`src/rtl/core/ssmh_pkg.sv`:
```
// shared types and constants for the spectral soft mask history core
package ssmh_pkg;

    localparam int WeightW = 17;
    localparam int MaskW = 16;
    localparam longint unsigned PiQ30 = 64'd3373259426;

    typedef struct packed {
        logic valid;
        logic first;
        logic last;
    } t_acc_ctl;

endpackage

```
`src/rtl/core/ssmh_div.sv`:
```
// restoring divider for the mask ratio, one quotient bit per cycle
module ssmh_div
    import ssmh_pkg::*;
#(
    parameter int AW = 72
) (
    input  logic             i_clk,
    input  logic             i_rst_n,
    input  logic             i_start,
    input  logic [AW-1:0]    i_ssum,
    input  logic [AW-1:0]    i_tsum,
    output logic [MaskW-1:0] o_mask,
    output logic             o_done
);

    localparam int NW = AW + MaskW;

    logic [NW-1:0]    r_num, r_den;
    logic [MaskW-1:0] r_q;
    logic [3:0]       r_cnt;
    logic             r_busy, r_zero, r_done;
    logic             w_ge;

    assign w_ge = (r_num >= r_den);

    always_ff @(posedge i_clk) begin
        if (i_start) begin
            r_num  <= (NW'(i_ssum) << MaskW) - NW'(i_ssum);
            r_den  <= NW'(i_tsum) << (MaskW - 1);
            r_zero <= (i_tsum == '0);
            r_q    <= '0;
        end else if (r_busy) begin
            if (w_ge) begin
                r_num <= r_num - r_den;
            end
            r_q   <= {r_q[MaskW-2:0], w_ge};
            r_den <= r_den >> 1;
        end
    end

    always_ff @(posedge i_clk) begin
        if (!i_rst_n) begin
            r_busy <= 1'b0;
            r_cnt  <= '0;
            r_done <= 1'b0;
        end else begin
            r_done <= 1'b0;
            if (i_start) begin
                r_busy <= 1'b1;
                r_cnt  <= '0;
            end else if (r_busy) begin
                r_cnt <= r_cnt + 4'd1;
                if (r_cnt == 4'(MaskW - 1)) begin
                    r_busy <= 1'b0;
                    r_done <= 1'b1;
                end
            end
        end
    end

    assign o_mask = r_zero ? '0 : r_q;
    assign o_done = r_done;

endmodule
```
`config.mk`:
```
export PLATFORM = sky130hd
export DESIGN_NAME = ssmh_div
export DESIGN_NICKNAME = d
export VERILOG_FILES = /design/src/rtl/core/ssmh_pkg.sv /design/src/rtl/core/ssmh_div.sv
export SDC_FILE = /design/constraint.sdc
export NUM_CORES = 1
export LEC_CHECK = 0
export BUFFER_PORTS_ARGS = -buffer_cell sky130_fd_sc_hd__clkbuf_2
export CORE_MARGIN = 4
export CORE_UTILIZATION = 56
export CTS_CLUSTER_DIAMETER = 100
export DETAILED_ROUTE_END_ITERATION = 8
export PLACE_DENSITY = 0.89
export SLEW_MARGIN = 10
export SYNTH_ARGS = -nofsm -noshare
export SYNTH_HDL_FRONTEND = slang
export SYNTH_SLANG_ARGS = --single-unit
```
`constraint.sdc`:
```
create_clock -name i_clk -period 9.6 [get_ports i_clk]
set_input_delay 1.92 -clock i_clk [delete_from_list [all_inputs] [get_ports i_clk]]
set_output_delay 1.92 -clock i_clk [all_outputs]
set_load 0.02 [all_outputs]
```
* After elaboration in Yosys (flattened, before gate mapping)
Index checks and enable logic that the tools add are counted.
** Storage, ports and cells
- Bits in registers :: 198
- Input bits :: 147
- Output and inout bits :: 17
- Logic and storage cells :: 31
** Operators by class
- Add/subtract/negate cells :: 3
- Order comparisons :: 1
- Equality and inequality tests :: 1
- Multiplexer cells :: 10
- Bitwise logic cells :: 2
- Reduce and logical (&&, ||, !) cells :: 6
** Operators with widths (number)
- 2-to-1 mux 88 bit :: 3
- 2-to-1 mux 87 bit :: 2
- >= comparator 88 x 87 -> 1 bit :: 1
- subtractor 88 x 72 -> 88 bit :: 1
- subtractor 88 x 87 -> 88 bit :: 1
- zero test 72 bit :: 1
- 2-to-1 mux 16 bit :: 1
- adder 4 x 1 -> 4 bit (second input constant) :: 1
- == test 4 bit (second input constant) :: 1
- 2-to-1 mux 1 bit :: 4
- nonzero test 2 bit :: 2
- OR reduction 3 bit :: 1
- inverter 1 bit :: 2
- AND reduction 2 bit :: 1
- OR reduction 2 bit :: 1

* Logic depth before layout (Yosys ltp)
- Depth after elaboration :: 4
- Gate-level depth with buffers :: 15
- Gate-level depth less buffers :: 15

* Least setup slack after synthesis
Ideal clock, no wire load.
- Kind :: reg2reg
- From :: reg r_num[27]
- To :: reg r_num[0] (enable)
- Setup time :: 656 ps
- Arrival time :: 8679 ps
- Data required time :: 8944 ps
- Setup slack :: 265 ps
- Stages on the path, launching flop included :: 14
- Path buffers :: 1
- Period minus slack after synthesis :: 9335 ps
- Path through :: edfxtp_1 > ha_1 > clkbuf_1 > nand4_1 > nor3_1 > a22oi_1 > a21oi_1 > o31a_1 > a21oi_1 > o221ai_1 > a211oi_1 > nor3_1 > o21ai_1 > o21ai_0
** On the way
- Word-level cells in the longest chain between the ends :: 3
** Ends and longest elaborated chain
- from (decl) :: line ssmh_div.sv:18 : logic [NW-1:0] r_num, r_den;
- from (signal assigned) :: line ssmh_div.sv:28 : r_num <= (NW'(i_ssum) << MaskW) - NW'(i_ssum);
- from (signal assigned) :: line ssmh_div.sv:34 : r_num <= r_num - r_den;
- >= comparator 88 x 87 -> 1 bit :: line ssmh_div.sv:24 : assign w_ge = (r_num >= r_den);
- nonzero test 2 bit (no line)
- AND reduction 2 bit (no line)
Every way passes these cells.
A chain may end at the register's enable or synchronous reset.

* Worst setup path after layout
- From :: in i_ssum[0]
- To :: reg r_num[82], data pin
** On the way
- Word-level cells in the longest chain between the ends :: 2
** Ends and longest elaborated chain
- from (decl) :: line ssmh_div.sv:10 : input logic [AW-1:0] i_ssum,
- subtractor 88 x 72 -> 88 bit :: line ssmh_div.sv:28
- 2-to-1 mux 88 bit :: line ssmh_div.sv:27 : if (i_start) begin
Every way passes these cells.

==> flow_summary.json <==
{
  "place_area_sq_mm": 0.0193,
  "power.clock.fraction_pct": 15.5,
  "grt_max_degree": 146,
  "setup_viol": 0,
  "p_comb_share_pct": 57.2,
  "power.density_mw_per_mm2": 236,
  "grt-ovfl-total": 0,
  "dr_wl_met2_mm": 24.5,
  "ys_types": 76,
  "grt_pass1_vias": 16768,
  "dieHeight_um": 189,
  "first_iter_violations": 2465,
  "cts_tree": "built",
  "wl_met1_mm": 25.8,
  "drc": 0,
  "ys.warnings.count": 0,
  "synth_seq_area_share_pct": 30.4,
  "regArea_sq_mm": 0.00558,
  "ir_drop_mv": 0.150,
  "yosysTopAreaCellShare_pct": 26.3,
  "timing.final.crit_share_pct": 53.4,
  "hpwlAfterDp_mm": 47.8,
  "route.met3.wl_mm": 7.80,
  "syn_area_sq_mm": 0.0184,
  "tightest_slew_ns": 1.12,
  "vias": 17987,
  "slew_headroom_pct": 25.7,
  "max-cap-violations": 0,
  "crit_required_ns": 9.80,
  "synth-edff-count": 161,
  "finalNetCount": 2647,
  "htreeDepth": 4,
  "synth_top_area_cell": "edfxtp_1",
  "fin_area_sq_mm": 0.0199,
  "pre_cts_ws_ns": 4.02,
  "ant_nets": 0,
  "cts_buffers": 17,
  "clkSinkCount": 198,
  "clock_skew_ns": 0.0155,
  "grt_first_pass_wirelength_mm": 92.2,
  "synth_ff_type": "edfxtp_1",
  "routed.top_layer": "met5",
  "cp_data_arrival_time_ns": 5.32,
  "wl_per_cell_um": 21.4,
  "postCtsHoldBufs": 0,
  "crit_path_start_kind": "primary input",
  "outcome": "finished clean",
  "synth_area_leaders": "edfxtp_1, ha_1, a21oi_1",
  "nFillCells": 2909,
  "p_leak_nw": 8.45,
  "min_path_cells": 2,
  "slew_violations": 0,
  "rows": 66,
  "fp.coreArea_sq_mm": 0.0325,
  "first_pass_iters": 6,
  "multi_input_area_sq_mm": 0.0116,
  "hp-class": "reg2reg",
  "synthTopCellsByCount": "nand2_1, a21oi_1, inv_1, edfxtp_1, nor2_1",
  "fmax_mhz": 195,
  "worst_r2r_path_depth": 16,
  "pwr-share-seq_pct": 27.3,
  "clk_pin_slew_worst_paths_ns": 0.07,
  "swShare_pct": 45.5,
  "root_buffer": "clkbuf_16",
  "async_flop_share_pct": 0,
  "criticalPathCategory": "in2reg",
  "initial_core_util_pct": 56.6,
  "clock_path_buffers": 2,
  "syn-num-nets": 2583,
  "antenna_found_initial": 2,
  "clk-insertion-delay-late_ns": 0.46,
  "worstPathMaxFanout": 8,
  "period_needed_ns": 5.12,
  "cts_resized": 0,
  "syn_area_per_cell_sq_um": 8.02,
  "end_kind": "flip-flop",
  "tns_ns": 0,
  "die_width_um": 189,
  "diodes": 0,
  "ys_ff_latch": 198,
  "internal-power_mw": 2.56,
  "yosysMostFrequentCell": "nand2_1",
  "rsz0062_at_grt": "false",
  "drive_gt1_share_pct": 9.89,
  "crit_path_start": "i_ssum[0]",
  "port_buffers": 163,
  "postSynthCellCount": 2290,
  "wl_mm": 60.1,
  "hp-start": "r_cnt[3]",
  "num_io_pins": 164,
  "route.detailed.vias_per_inst": 6.40,
  "post_cts_buffers": 0,
  "place_congestion": 1.01,
  "syn_to_final_growth_pct": 8.47,
  "switchingPower_mw": 2.14,
  "finalHoldViolations": 0,
  "rr_startpoint": "r_num[0]",
  "fin_ws_ns": 4.48,
  "track_usage_pct": 32.5,
  "die_area_sq_mm": 0.0358
}
==> flip-flops by register name (all words and copies together) (netlist names) <==
name,flops
o_done,1
r_busy,1
r_cnt,4
r_den,87
r_num,88
r_q,16
r_zero,1
==> metrics by stage <==
| step | cells | power [mW] | hold slack (ns) | utilization (%) |
|---|---|---|---|---|
| finish | 2809 | 4.70 | 0.476 | 61.4 |
| global route | 2809 | 4.98 | 0.490 | 61.4 |
| CTS | 2809 | 4.61 | 0.476 | 61.4 |
| detailed placement | 2777 | 3.86 | 0.464 | 59.6 |
| global placement | 2777 | 3.82 | 0.460 | 59.6 |
| floorplan | 2290 | 3.20 | 0.439 | - |
==> cell type report <==
type | count | share of cell area [%]
clock buffer | 22 | 2.49
clock inverter | 10 | 0.402
inverter | 197 | 3.71
multi-input combinational | 1770 | 58.2
sequential | 198 | 28.0
tap | 442 | 2.78
timing repair buffer | 170 | 4.40
==> metal layers <==
| metal | up-vias | track usage [%] |
|---|---|---|
| li1 | 8436 | - |
| met1 | 8386 | 47.1 |
| met2 | 1037 | 46.4 |
| met3 | 124 | 9.68 |
| met4 | 4 | 10.8 |
| met5 | - | 0 |
==> final timing paths <==
kind | end | slack, ns
min reg2reg | o_done | 0.48
max | r_num[82] | 4.48
max reg2reg | r_num[62] | 4.92
min | o_done | 0.48
==> cells in the final DEF, fill, tap and decap left out, types with 7 or more instances in the layout <==
cell,n
edfxtp_1,161
nor2b_1,28
inv_1,194
a211oi_1,17
or3_1,11
a21oi_1,243
o21a_1,17
o31ai_1,70
dfxtp_1,36
a211o_1,8
xor2_1,56
o21ai_1,15
xnor2_1,102
o21ai_0,143
o211ai_1,8
and2_1,11
clkbuf_16,19
nand2b_1,10
ha_1,145
nand3_1,43
nand2_1,245
nand4_1,74
and3_1,16
o21bai_1,49
or4_1,9
buf_4,7
clkbuf_2,162
nor4_1,33
nor2_1,158
a21o_1,72
mux2i_1,43
a22o_1,9
a31oi_1,17
nor3_1,34
==> critical path: stages <==
cell and delay [ns]:
clkbuf_2 0.13, inv_1 0.07, ha_1 0.16, nor3b_2 0.31, and3_1 0.45, a31oi_1 0.22, o21ai_2 0.26, a211oi_2 0.16
o41ai_4 0.37, a21oi_1 0.21, o31ai_2 0.51, a41oi_1 0.24, xnor2_1 0.20, mux2i_1 0.09
==> power by group through the flow <==
stage / combinational, mW / sequential (mW) / clock [mW]
after floorplan: 1.94 / 1.26 / 0
after global placement: 2.53 / 1.29 / 0
final: 2.69 / 1.28 / 0.728
after global routing: 2.92 / 1.30 / 0.766
after CTS: 2.60 / 1.28 / 0.730
after detailed placement: 2.57 / 1.29 / 0
==> cells by family (layout without fill, tap and decap cells) <==
family          Yosys count  in the layout  synth area share [%]
compound gates          725            725                  24.9
simple gates            693            693                  18.0
xor+xnor                158            158                  7.53
flops                   198            198                  30.4
fa+ha+maj               146            146                  9.99
mux                      48             48                  2.65
buf+inv                 322            399                  6.59
Power figures use the tool's default switching activity.
